**src/rtl/qbp_pkg.sv**
```systemverilog
// types and constants shared by the quadratic b-spline point generator
// no dependencies; imported by every module of the block except qbp_fifo
package qbp_pkg;

    localparam int PT_W     = 16;        // control point and result coordinate width
    localparam int WGT_W    = 10;        // blend weight width, holds up to the scale
    localparam int SCALE    = 1000;      // weights are in thousandths
    localparam int HALF     = 500;       // rounding bias
    localparam int RECIP    = 33554;     // floor(2^25 / 1000)
    localparam int RECIP_W  = 16;
    localparam int RECIP_SH = 25;
    localparam int LANE_LAT = 5;         // register stages through one coordinate lane
    localparam int CMD_DEPTH = 2;        // front to back job queue
    localparam int OUT_DEPTH = 8;        // result queue

    typedef logic signed [PT_W-1:0] coord_t;

    typedef enum logic [1:0] {
        CFG_OFFSET_X = 2'd0,
        CFG_OFFSET_Y = 2'd1,
        CFG_PIXEL_FN = 2'd2
    } cfg_reg_e;

    // one job per accepted item: a move or a segment, optionally a closing segment
    typedef struct packed {
        coord_t ax;
        coord_t ay;
        coord_t bx;
        coord_t by;
        coord_t cx;
        coord_t cy;
        logic   is_move;
        logic   close;
        logic   last_point;
    } job_t;

    typedef struct packed {
        logic valid;
        logic pen_move;
        logic curve_end;
        logic last;
    } tag_t;

    typedef struct packed {
        coord_t x;
        coord_t y;
        logic   pen_move;
        logic   curve_end;
        logic   last;
    } res_t;

endpackage

```
**src/rtl/qbp_fifo.sv**
```systemverilog
// small first-word-fall-through queue built from registers
// generic width and depth; no package dependency
module qbp_fifo #(
    parameter int WIDTH = 8,
    parameter int DEPTH = 2
) (
    input  logic             clk,
    input  logic             rst_n,
    input  logic             push,
    input  logic [WIDTH-1:0] wdata,
    output logic             full,
    input  logic             pop,
    output logic [WIDTH-1:0] rdata,
    output logic             empty
);
    localparam int PTR_W = (DEPTH > 1) ? $clog2(DEPTH) : 1;
    localparam int CNT_W = $clog2(DEPTH + 1);

    logic [WIDTH-1:0] mem_reg [DEPTH];
    logic [PTR_W-1:0] wr_ptr_reg, wr_ptr_next;
    logic [PTR_W-1:0] rd_ptr_reg, rd_ptr_next;
    logic [CNT_W-1:0] count_reg, count_next;
    logic             do_push;
    logic             do_pop;

    assign full    = (count_reg == CNT_W'(DEPTH));
    assign empty   = (count_reg == '0);
    assign do_push = push && !full;
    assign do_pop  = pop && !empty;
    assign rdata   = mem_reg[rd_ptr_reg];

    always_comb
    begin
        wr_ptr_next = wr_ptr_reg;
        rd_ptr_next = rd_ptr_reg;
        count_next  = count_reg;
        if (do_push)
        begin
            wr_ptr_next = (wr_ptr_reg == PTR_W'(DEPTH - 1)) ? '0 : wr_ptr_reg + PTR_W'(1);
        end
        if (do_pop)
        begin
            rd_ptr_next = (rd_ptr_reg == PTR_W'(DEPTH - 1)) ? '0 : rd_ptr_reg + PTR_W'(1);
        end
        if (do_push && !do_pop)
        begin
            count_next = count_reg + CNT_W'(1);
        end
        else if (do_pop && !do_push)
        begin
            count_next = count_reg - CNT_W'(1);
        end
    end

    always_ff @(posedge clk or negedge rst_n)
    begin
        if (!rst_n)
        begin
            wr_ptr_reg <= '0;
            rd_ptr_reg <= '0;
            count_reg  <= '0;
        end
        else
        begin
            wr_ptr_reg <= wr_ptr_next;
            rd_ptr_reg <= rd_ptr_next;
            count_reg  <= count_next;
        end
    end

    always_ff @(posedge clk)
    begin
        if (do_push)
        begin
            mem_reg[wr_ptr_reg] <= wdata;
        end
    end

    a_count_bound: assert property (@(posedge clk) disable iff (!rst_n)
        count_reg <= CNT_W'(DEPTH))
        else $error("queue count beyond depth");

    a_count_grows: assert property (@(posedge clk) disable iff (!rst_n)
        (do_push && !do_pop) |=> (count_reg == $past(count_reg) + CNT_W'(1)))
        else $error("queue count missed a push");

endmodule

```
**src/rtl/qbp_front.sv**
```systemverilog
// front end: takes control points, keeps the last two and builds one job per item
// depends on qbp_pkg; feeds the job queue in front of qbp_back
module qbp_front (
    input  logic           clk,
    input  logic           rst_n,
    input  logic           push,
    input  qbp_pkg::coord_t point_x,
    input  qbp_pkg::coord_t point_y,
    input  logic           first_point,
    input  logic           last_point,
    input  logic           cmd_full,
    output logic           cmd_push,
    output qbp_pkg::job_t  cmd_job
);
    import qbp_pkg::*;

    coord_t older_x_reg, older_y_reg, newer_x_reg, newer_y_reg;
    logic   open_reg;
    logic   accept;
    logic   start;

    assign accept   = push && !cmd_full;
    assign start    = first_point || !open_reg;
    assign cmd_push = accept;

    always_comb
    begin
        cmd_job.last_point = last_point;
        cmd_job.close      = last_point;
        cmd_job.cx         = point_x;
        cmd_job.cy         = point_y;
        if (start)
        begin
            // a move; the closing segment then uses the point three times
            cmd_job.is_move = 1'b1;
            cmd_job.ax      = point_x;
            cmd_job.ay      = point_y;
            cmd_job.bx      = point_x;
            cmd_job.by      = point_y;
        end
        else
        begin
            cmd_job.is_move = 1'b0;
            cmd_job.ax      = older_x_reg;
            cmd_job.ay      = older_y_reg;
            cmd_job.bx      = newer_x_reg;
            cmd_job.by      = newer_y_reg;
        end
    end

    always_ff @(posedge clk or negedge rst_n)
    begin
        if (!rst_n)
        begin
            older_x_reg <= '0;
            older_y_reg <= '0;
            newer_x_reg <= '0;
            newer_y_reg <= '0;
            open_reg    <= 1'b0;
        end
        else if (accept)
        begin
            older_x_reg <= start ? point_x : newer_x_reg;
            older_y_reg <= start ? point_y : newer_y_reg;
            newer_x_reg <= point_x;
            newer_y_reg <= point_y;
            open_reg    <= !last_point;
        end
    end

    a_start_aligns: assert property (@(posedge clk) disable iff (!rst_n)
        (accept && start) |=> (older_x_reg == newer_x_reg && older_y_reg == newer_y_reg))
        else $error("new curve did not seed both points");

    a_close_shuts: assert property (@(posedge clk) disable iff (!rst_n)
        (accept && last_point) |=> !open_reg)
        else $error("curve still open after its last point");

    a_job_close: assert property (@(posedge clk) disable iff (!rst_n)
        cmd_push |-> (cmd_job.close == cmd_job.last_point))
        else $error("closing segment flag out of step with last point");

endmodule

```
**src/rtl/qbp_lane.sv**
```systemverilog
// one coordinate lane: weighted sum, round, divide by the scale, offset, saturate
// depends on qbp_pkg; two instances sit in qbp_back
module qbp_lane #(
    parameter int COORD_WIDTH = 16
) (
    input  logic                       clk,
    input  logic [qbp_pkg::WGT_W-1:0]  t1,
    input  logic [qbp_pkg::WGT_W-1:0]  t2,
    input  logic [qbp_pkg::WGT_W-1:0]  t3,
    input  qbp_pkg::coord_t            a,
    input  qbp_pkg::coord_t            b,
    input  qbp_pkg::coord_t            c,
    input  logic                       round,
    input  qbp_pkg::coord_t            offset,
    output qbp_pkg::coord_t            coord
);
    import qbp_pkg::*;

    localparam int PROD_W = WGT_W + 1 + PT_W;
    localparam int SUM_W  = PROD_W + 2;
    localparam int MAG_W  = 25;             // |sum| stays below 2^25
    localparam int Q_W    = MAG_W + RECIP_W - RECIP_SH;
    localparam int QS_W   = Q_W + 1;
    localparam int SAT_W  = ((COORD_WIDTH > QS_W + 1) ? COORD_WIDTH : QS_W + 1) + 1;
    localparam logic signed [SAT_W-1:0] SAT_HI =
        {{(SAT_W - COORD_WIDTH + 1){1'b0}}, {(COORD_WIDTH - 1){1'b1}}};
    localparam logic signed [SAT_W-1:0] SAT_LO =
        {{(SAT_W - COORD_WIDTH + 1){1'b1}}, {(COORD_WIDTH - 1){1'b0}}};

    logic signed [PROD_W-1:0] pa_reg, pb_reg, pc_reg;
    logic                     round_reg;
    logic signed [SUM_W-1:0]  sum;
    logic signed [SUM_W-1:0]  mag;
    logic [MAG_W-1:0]         m1_reg, m2_reg;
    logic                     neg1_reg, neg2_reg;
    logic [MAG_W+RECIP_W-1:0] qprod;
    logic [Q_W-1:0]           q0_reg;
    logic [MAG_W-1:0]         rem;
    logic signed [QS_W-1:0]   qmag;
    logic signed [QS_W-1:0]   q_reg;
    logic signed [SAT_W-1:0]  total;
    logic signed [SAT_W-1:0]  clipped;
    coord_t                   coord_reg;

    // stage 2: sum of products and rounding bias, split into sign and magnitude
    always_comb
    begin
        sum = SUM_W'(pa_reg) + SUM_W'(pb_reg) + SUM_W'(pc_reg)
            + (round_reg ? SUM_W'(HALF) : '0);
        mag = sum[SUM_W-1] ? -sum : sum;
    end

    // stage 3: reciprocal multiply, low by at most one
    assign qprod = m1_reg * RECIP_W'(RECIP);

    // stage 4: correct the quotient, then truncate toward zero
    always_comb
    begin
        rem  = m2_reg - MAG_W'(q0_reg * SCALE);
        qmag = QS_W'({1'b0, q0_reg}) + ((rem >= MAG_W'(SCALE)) ? QS_W'(1) : '0);
    end

    // stage 5: offset and clamp to the coordinate range
    always_comb
    begin
        total = SAT_W'(q_reg) + SAT_W'(offset);
        if (total > SAT_HI)
        begin
            clipped = SAT_HI;
        end
        else if (total < SAT_LO)
        begin
            clipped = SAT_LO;
        end
        else
        begin
            clipped = total;
        end
    end

    always_ff @(posedge clk)
    begin
        pa_reg    <= $signed({1'b0, t3}) * a;
        pb_reg    <= $signed({1'b0, t2}) * b;
        pc_reg    <= $signed({1'b0, t1}) * c;
        round_reg <= round;
        m1_reg    <= mag[MAG_W-1:0];
        neg1_reg  <= sum[SUM_W-1];
        q0_reg    <= qprod[MAG_W+RECIP_W-1:RECIP_SH];
        m2_reg    <= m1_reg;
        neg2_reg  <= neg1_reg;
        q_reg     <= neg2_reg ? -qmag : qmag;
        coord_reg <= clipped[PT_W-1:0];
    end

    assign coord = coord_reg;

endmodule

```
**src/rtl/qbp_back.sv**
```systemverilog
// back end: steps through each job, one curve point per cycle into two lanes
// depends on qbp_pkg and qbp_lane; throttled by credits for the result queue
module qbp_back #(
    parameter int STEPS_PER_SEGMENT = 10,
    parameter int COORD_WIDTH       = 16
) (
    input  logic            clk,
    input  logic            rst_n,
    input  qbp_pkg::job_t   cmd_job,
    input  logic            cmd_empty,
    output logic            cmd_pop,
    input  qbp_pkg::coord_t offset_x,
    input  qbp_pkg::coord_t offset_y,
    input  logic            out_pop,
    output logic            out_push,
    output qbp_pkg::res_t   out_res
);
    import qbp_pkg::*;

    localparam int STEP_W = $clog2(STEPS_PER_SEGMENT);
    localparam int PEND_W = $clog2(OUT_DEPTH + 1);

    typedef enum logic [1:0] {
        ST_IDLE,
        ST_FIRST,
        ST_CLOSE
    } state_t;

    state_t            state_reg, state_next;
    logic [STEP_W-1:0] step_reg, step_next;
    logic [PEND_W-1:0] pending_reg, pending_next;
    job_t              job_reg;
    tag_t              tag_reg [LANE_LAT];
    tag_t              tag_in;

    logic [WGT_W-1:0]  t1_tab [STEPS_PER_SEGMENT];
    logic [WGT_W-1:0]  t2_tab [STEPS_PER_SEGMENT];
    logic [WGT_W-1:0]  t3_tab [STEPS_PER_SEGMENT];

    logic              issue;
    logic              phase_end;
    logic              item_end;
    logic              load;
    logic [WGT_W-1:0]  t1, t2, t3;
    coord_t            ax, ay, bx, by, cx, cy;
    logic              round;
    coord_t            lane_x, lane_y;

    // quadratic b-spline weights per step, in thousandths
    for (genvar g = 0; g < STEPS_PER_SEGMENT; g++)
    begin : g_wgt
        localparam int W  = SCALE * g / STEPS_PER_SEGMENT;
        localparam int U  = W - HALF;
        localparam int V  = U - HALF;
        localparam int T1 = W * W / (2 * SCALE);
        localparam int T2 = 3 * SCALE / 4 - U * U / SCALE;
        localparam int T3 = V * V / (2 * SCALE);
        assign t1_tab[g] = WGT_W'(T1);
        assign t2_tab[g] = WGT_W'(T2);
        assign t3_tab[g] = WGT_W'(T3);
    end

    assign issue = (state_reg != ST_IDLE) && (pending_reg < PEND_W'(OUT_DEPTH));

    always_comb
    begin
        phase_end = (step_reg == STEP_W'(STEPS_PER_SEGMENT - 1));
        t1    = t1_tab[step_reg];
        t2    = t2_tab[step_reg];
        t3    = t3_tab[step_reg];
        round = 1'b1;
        ax    = job_reg.ax;
        ay    = job_reg.ay;
        bx    = job_reg.bx;
        by    = job_reg.by;
        cx    = job_reg.cx;
        cy    = job_reg.cy;
        unique case (state_reg)
            ST_FIRST:
            begin
                if (job_reg.is_move)
                begin
                    // exact pass-through of the point, before the offset
                    phase_end = 1'b1;
                    t1    = '0;
                    t2    = WGT_W'(SCALE);
                    t3    = '0;
                    round = 1'b0;
                end
                item_end = phase_end && !job_reg.close;
            end
            ST_CLOSE:
            begin
                // closing segment counts the last point twice
                ax       = job_reg.bx;
                ay       = job_reg.by;
                bx       = job_reg.cx;
                by       = job_reg.cy;
                item_end = phase_end;
            end
            default:
            begin
                item_end = 1'b0;
            end
        endcase
    end

    assign load    = !cmd_empty && ((state_reg == ST_IDLE) || (issue && item_end));
    assign cmd_pop = load;

    always_comb
    begin
        tag_in.valid     = issue;
        tag_in.pen_move  = (state_reg == ST_FIRST) && job_reg.is_move;
        tag_in.last      = item_end;
        tag_in.curve_end = item_end && job_reg.last_point;
    end

    always_comb
    begin
        state_next = state_reg;
        step_next  = step_reg;
        if (load)
        begin
            state_next = ST_FIRST;
            step_next  = '0;
        end
        else if (issue && phase_end)
        begin
            step_next  = '0;
            state_next = (state_reg == ST_FIRST && job_reg.close) ? ST_CLOSE : ST_IDLE;
        end
        else if (issue)
        begin
            step_next = step_reg + STEP_W'(1);
        end
        pending_next = pending_reg + (issue ? PEND_W'(1) : '0) - (out_pop ? PEND_W'(1) : '0);
    end

    always_ff @(posedge clk or negedge rst_n)
    begin
        if (!rst_n)
        begin
            state_reg   <= ST_IDLE;
            step_reg    <= '0;
            pending_reg <= '0;
            for (int i = 0; i < LANE_LAT; i++)
            begin
                tag_reg[i] <= '0;
            end
        end
        else
        begin
            state_reg   <= state_next;
            step_reg    <= step_next;
            pending_reg <= pending_next;
            tag_reg[0]  <= tag_in;
            for (int i = 1; i < LANE_LAT; i++)
            begin
                tag_reg[i] <= tag_reg[i-1];
            end
        end
    end

    always_ff @(posedge clk)
    begin
        if (load)
        begin
            job_reg <= cmd_job;
        end
    end

    qbp_lane #(
        .COORD_WIDTH (COORD_WIDTH)
    ) u_lane_x (
        .clk    (clk),
        .t1     (t1),
        .t2     (t2),
        .t3     (t3),
        .a      (ax),
        .b      (bx),
        .c      (cx),
        .round  (round),
        .offset (offset_x),
        .coord  (lane_x)
    );

    qbp_lane #(
        .COORD_WIDTH (COORD_WIDTH)
    ) u_lane_y (
        .clk    (clk),
        .t1     (t1),
        .t2     (t2),
        .t3     (t3),
        .a      (ay),
        .b      (by),
        .c      (cy),
        .round  (round),
        .offset (offset_y),
        .coord  (lane_y)
    );

    assign out_push          = tag_reg[LANE_LAT-1].valid;
    assign out_res.x         = lane_x;
    assign out_res.y         = lane_y;
    assign out_res.pen_move  = tag_reg[LANE_LAT-1].pen_move;
    assign out_res.curve_end = tag_reg[LANE_LAT-1].curve_end;
    assign out_res.last      = tag_reg[LANE_LAT-1].last;

    a_pending_bound: assert property (@(posedge clk) disable iff (!rst_n)
        pending_reg <= PEND_W'(OUT_DEPTH))
        else $error("result credits overrun");

    a_inflight_counted: assert property (@(posedge clk) disable iff (!rst_n)
        tag_reg[LANE_LAT-1].valid |-> (pending_reg != '0))
        else $error("result in flight without a credit");

    a_close_only_if_asked: assert property (@(posedge clk) disable iff (!rst_n)
        (state_reg == ST_CLOSE) |-> job_reg.close)
        else $error("closing segment on a job without last point");

    a_issue_tagged: assert property (@(posedge clk) disable iff (!rst_n)
        issue |=> tag_reg[0].valid)
        else $error("issued step lost its tag");

endmodule

```
**src/rtl/quadratic_bspline_points_core.sv**
```systemverilog
// top level of the quadratic b-spline point generator: config registers and queues
// depends on qbp_pkg, qbp_fifo, qbp_front and qbp_back
//
//  channel   direction  handshake            payload
//  input     in         push / full          point_x point_y first_point last_point
//  result    out        empty / pop          x y pen_move raster_op curve_end last
//  config    in         cfg_valid/cfg_ready  cfg_index cfg_data
//
// an item yields STEPS_PER_SEGMENT curve points, one for a plain first point,
// 2*STEPS_PER_SEGMENT for a last point and STEPS_PER_SEGMENT+1 for a lone point;
// the back end issues one curve point per cycle, when credits allow, through a five stage lane pair
// a taken item passes the job queue, job register and lane stages before its first result
// reset is asynchronous and clears curve state, queues and registers at once
// the result queue holds 8 items; issue stops when all slots are spoken for
module quadratic_bspline_points_core #(
    parameter int STEPS_PER_SEGMENT = 10,
    parameter int COORD_WIDTH       = 16
) (
    input  logic            clk,
    input  logic            rst_n,
    input  logic            push,
    output logic            full,
    input  qbp_pkg::coord_t point_x,
    input  qbp_pkg::coord_t point_y,
    input  logic            first_point,
    input  logic            last_point,
    output logic            empty,
    input  logic            pop,
    output qbp_pkg::coord_t x,
    output qbp_pkg::coord_t y,
    output logic            pen_move,
    output logic [1:0]      raster_op,
    output logic            curve_end,
    output logic            last,
    input  logic            cfg_valid,
    output logic            cfg_ready,
    input  logic [1:0]      cfg_index,
    input  logic [15:0]     cfg_data
);
    import qbp_pkg::*;

    coord_t     offset_x_reg, offset_y_reg;
    logic [1:0] pixel_fn_reg;
    logic       cfg_write;

    logic       cmd_push, cmd_full, cmd_pop, cmd_empty;
    job_t       cmd_wjob, cmd_rjob;
    logic       out_push, out_full, out_pop;
    res_t       out_wres, out_rres;

    assign cfg_ready = 1'b1;
    assign cfg_write = cfg_valid && cfg_ready;

    always_ff @(posedge clk or negedge rst_n)
    begin
        if (!rst_n)
        begin
            offset_x_reg <= '0;
            offset_y_reg <= '0;
            pixel_fn_reg <= '0;
        end
        else if (cfg_write)
        begin
            unique case (cfg_index)
                CFG_OFFSET_X: offset_x_reg <= cfg_data;
                CFG_OFFSET_Y: offset_y_reg <= cfg_data;
                CFG_PIXEL_FN: pixel_fn_reg <= cfg_data[1:0];
                default:      ;
            endcase
        end
    end

    qbp_front u_front (
        .clk         (clk),
        .rst_n       (rst_n),
        .push        (push),
        .point_x     (point_x),
        .point_y     (point_y),
        .first_point (first_point),
        .last_point  (last_point),
        .cmd_full    (cmd_full),
        .cmd_push    (cmd_push),
        .cmd_job     (cmd_wjob)
    );

    assign full = cmd_full;

    qbp_fifo #(
        .WIDTH ($bits(job_t)),
        .DEPTH (CMD_DEPTH)
    ) u_cmd_q (
        .clk   (clk),
        .rst_n (rst_n),
        .push  (cmd_push),
        .wdata (cmd_wjob),
        .full  (cmd_full),
        .pop   (cmd_pop),
        .rdata (cmd_rjob),
        .empty (cmd_empty)
    );

    qbp_back #(
        .STEPS_PER_SEGMENT (STEPS_PER_SEGMENT),
        .COORD_WIDTH       (COORD_WIDTH)
    ) u_back (
        .clk       (clk),
        .rst_n     (rst_n),
        .cmd_job   (cmd_rjob),
        .cmd_empty (cmd_empty),
        .cmd_pop   (cmd_pop),
        .offset_x  (offset_x_reg),
        .offset_y  (offset_y_reg),
        .out_pop   (out_pop),
        .out_push  (out_push),
        .out_res   (out_wres)
    );

    assign out_pop = pop && !empty;

    qbp_fifo #(
        .WIDTH ($bits(res_t)),
        .DEPTH (OUT_DEPTH)
    ) u_out_q (
        .clk   (clk),
        .rst_n (rst_n),
        .push  (out_push),
        .wdata (out_wres),
        .full  (out_full),
        .pop   (pop),
        .rdata (out_rres),
        .empty (empty)
    );

    assign x         = out_rres.x;
    assign y         = out_rres.y;
    assign pen_move  = out_rres.pen_move;
    assign curve_end = out_rres.curve_end;
    assign last      = out_rres.last;
    // the user must change registers only while no item is outstanding; the block does not enforce this
    assign raster_op = pixel_fn_reg;

    a_no_result_overflow: assert property (@(posedge clk) disable iff (!rst_n)
        out_push |-> !out_full)
        else $error("result queue overflow");

    a_cfg_when_ready: assert property (@(posedge clk) disable iff (!rst_n)
        (cfg_write && cfg_index == CFG_PIXEL_FN) |=> (raster_op == $past(cfg_data[1:0])))
        else $error("raster op not taken from write");

    a_full_blocks: assert property (@(posedge clk) disable iff (!rst_n)
        full |-> !cmd_push)
        else $error("job written into a full queue");

endmodule
```
**config.mk**
```make
export PLATFORM = sky130hd
export DESIGN_NAME = quadratic_bspline_points_core
export DESIGN_NICKNAME = d
export VERILOG_FILES = /design/src/rtl/qbp_pkg.sv /design/src/rtl/qbp_fifo.sv /design/src/rtl/qbp_front.sv /design/src/rtl/qbp_lane.sv /design/src/rtl/qbp_back.sv /design/src/rtl/quadratic_bspline_points_core.sv
export SDC_FILE = /design/constraint.sdc
export NUM_CORES = 2
export LEC_CHECK = 0
export ABC_AREA = 1
export BUFFER_PORTS_ARGS = -buffer_cell sky130_fd_sc_hd__buf_2
export CAP_MARGIN = 20
export CELL_PAD_IN_SITES_DETAIL_PLACEMENT = 1
export CELL_PAD_IN_SITES_GLOBAL_PLACEMENT = 1
export CORE_MARGIN = 5
export CORE_UTILIZATION = 45
export DETAILED_ROUTE_END_ITERATION = 10
export GPL_TIMING_DRIVEN = 0
export PLACE_DENSITY_LB_ADDON = 0.25
export SLEW_MARGIN = 15
export SYNTH_ARGS = -nofsm -noshare
export SYNTH_HDL_FRONTEND = slang
export SYNTH_SLANG_ARGS = --single-unit
```
**constraint.sdc**
```tcl
create_clock -name clk -period 7.9 [get_ports clk]
set_clock_uncertainty 0.2 [all_clocks]
set_input_delay 1.58 -clock clk [delete_from_list [all_inputs] [get_ports clk]]
set_output_delay 1.58 -clock clk [all_outputs]
set_load 0.02 [all_outputs]
```
==> metrics.cfg <==
[run_status]
status = completed

[finish]
largest_reg_flops = 280
final_common_cell = nand2_1
antennaDiodeCount = 0
final_core_util = 0.4990
layout_common_cells = 2050 x nand2_1, 1988 x inv_1, 1130 x ha_1
syn2layout_area_growth_pct = 10.24
instances_no_fill = 14000
drive_gt1_frac = 0.06021
nets = 13210
fill_cells = 24600

[detailed_routing]
drc_errors = 0
vias = 73910
drt-pass1-iter-count = 5
final_antenna_net_count = 0
vias_per_cell = 5.279
drt_iter0_drc = 3835
wl_per_cell_um = 20.79
drt_wl_total_um = 291000

[clock_tree]
cts.clk_slew.worst_paths_ps = 70
insertion_delay_ps = 800
cts_tree = yes
clock_sinks = 1077
cts_max_path_buffers = 3
cts-root-buf = clkbuf_16
htreeDepth = 3
cts_inserted_buffers = 115

[logic_synthesis]
syn_area_sq_um = 94860
synthMuxAreaShare = 0.0002242
synth_cells = 10810
avgSynthCellArea_sq_um = 8.775
async_reset_ff_frac = 0.1328
synth-xor-area-share = 0.03828
yosysWarnings = 0
synthFlopType = edfxtp_1
synth_fp_nets = 12930
ys_ff_latch = 1077
yosys.area_share.simple = 0.1599
seq_area_frac_synth = 0.2954
synth_adder_area_share = 0.3433
synth_top_family_by_area = adder cells
ys_types = 70
synth_compound_area_frac = 0.07331
synth_enable_flop_cells = 574

[grt]
gr-total-overflow = 0
grt_pass1_wl_um = 456800
grt_max_degree = 81
grt_usage = 0.2640
antenna_found_initial = 5
first_global_vias = 82200

[critical_path]
critical_path_class = flip-flop to flip-flop
cp_data_required_time_ps = 8430
crit_fanout = 4
endpoint_kind = flip-flop
critical_path_arrival_ps = 8190
cp_common_cell = nand2_1
crit_path_top_delay_cell = fa_1
startpoint_type = flip-flop
crit_family = adder cells
worst-r2r-setup-slack_ps = 240
r2r_start = u_back.u_lane_x.q0_reg[4]$_DFF_P_
critPathBufInv = 4
critical_path.startpoint = u_back.u_lane_x.q0_reg[4]$_DFF_P_
critPathMaxStageDelay_ps = 580

[placed_design]
portBuffers = 95
preCtsSetupSlack_ps = -450.9
dpl.hpwl_um = 241300
place_inst = 13740
place_congestion = 0.9265

[timing]
finalSetupViolCount = 0
whs_ps = 100.1
worst_pin_slew_ps = 1218
worst_slack_ps = 238.8
final-hold-violation-count = 0
rsz0062_at_grt = yes
slew_headroom = 0.1792
slew_violations = 0
period_needed_ps = 7661
timing.final.crit_share = 0.9698
clock.fmax_mhz = 130.5

[min_path]
min_from = u_back.u_lane_y.neg1_reg$_DFF_P_
hold_path.class = flip-flop to flip-flop

[floorplanning]
chipHeight_um = 469.1
start_util = 0.4526
core_sq_um = 209600
fp-row-count = 168
die-area_sq_um = 220100
io_pins = 97
fp.dieW_um = 469.1

[run]
maxCapViolations = 0

[kinds of logic (layout without fill, tap and decap cells)]
family | after synthesis | in the layout
simple gates | 3758 | 3758
buf+inv | 2241 | 2625
fa+ha+maj | 2059 | 2059
compound gates | 1261 | 1261
flops | 1077 | 1077
xor+xnor | 412 | 412
mux | 2 | 2
other cells | 1 | 1
[path summary, 6_finish.rpt]
| check | to | depth (start not counted) |
|---|---|---|
| max | u_back.u_lane_x.q_reg[16]$_DFF_P_ | 35 |
| min | u_back.u_lane_y.neg2_reg$_DFF_P_ | 0 |
| max reg2reg | u_back.u_lane_x.q_reg[16]$_DFF_P_ | 35 |
| min reg2reg | u_back.u_lane_y.neg2_reg$_DFF_P_ | 0 |
| max in group asynchronous | u_out_q.rd_ptr_reg[1]$_DFFE_PN0P_ | 2 |
| min in group asynchronous | u_front.older_x_reg[9]$_DFFE_PN0P_ | 1 |
[area by class of cell]
| cell class | count | area (sq um) | share of cell area |
|---|---|---|---|
| Multi-Input combinational cell | 7493 | 59070 | 0.5648 |
| Buffer | 204 | 865.8 | 0.008280 |
| Timing Repair Buffer | 166 | 1336 | 0.01278 |
| Sequential cell | 1077 | 28070 | 0.2685 |
| Clock inverter | 64 | 760.7 | 0.007274 |
| Tap cell | 2805 | 3510 | 0.03356 |
| Inverter | 2037 | 7689 | 0.07352 |
| Clock buffer | 154 | 3273 | 0.03130 |
[cells in the mapped netlist, types with 11 or more instances]
cell type  count  share of area
dfrtp_1      143          0.038
o21ai_0      522          0.028
xor2_1       261          0.024
inv_2         22        0.00087
nand2_1     2065          0.082
dfxtp_1      360          0.076
clkbuf_1     162         0.0064
o22ai_1       39         0.0026
nand3b_1      16         0.0013
ha_1        1153           0.15
o21ai_1       22         0.0012
fa_1         906           0.19
edfxtp_1     574           0.18
a31oi_1       75         0.0049
xnor2_1      148          0.014
nand3_1      295          0.016
nor4_1        18         0.0012
nand4_1       83         0.0055
nand3_2       11         0.0012
o21bai_1      34         0.0027
o21a_1        14         0.0011
inv_1       2007          0.079
a21o_1        44         0.0035
buf_1         21        0.00083
a21oi_1      434          0.023
buf_2         11        0.00058
nor3_1        54         0.0028
o211ai_1      14         0.0011
nand2_2       36         0.0024
nor2_2        14        0.00092
nor2_1      1138          0.045
[metrics by stage]
step                TNS [ps]  instance area (sq um)
finish                     0                 104600
global route          -838.4                 104600
CTS                        0                 103700
detailed placement     -6946                  99510
global placement     -253110                  98850
floorplan                  0                  94860
[repair_timing]
action	in CTS	in global routing
setup endpoints to repair	47	64
gates resized for setup	56	175
hold buffers	0	0
pin swaps	4	40
setup buffers	4	31
[worst register-to-register path, delay by kind of cell (launching register included)]
kind | cells | cell delay, ps
xor+xnor | 2 | 390
compound gates | 8 | 1160
flops | 1 | 380
fa+ha+maj | 9 | 3370
buf+inv | 4 | 480
simple gates | 12 | 1640
[metal layers]
layer / up-vias / wire, um / part of all wire / GRT usage
met5: - / 12 / 0.000041 / 0
met4: 2 / 12640 / 0.043 / 0.09805
met2: 1435 / 145400 / 0.50 / 0.4748
li1: 34840 / - / - / -
met3: 468 / 11740 / 0.040 / 0.03220
met1: 37160 / 121300 / 0.42 / 0.3248
Power is left out: the tool's default activity adds up to more than one toggle a clock period on the data nets, which glitch-free logic cannot reach.
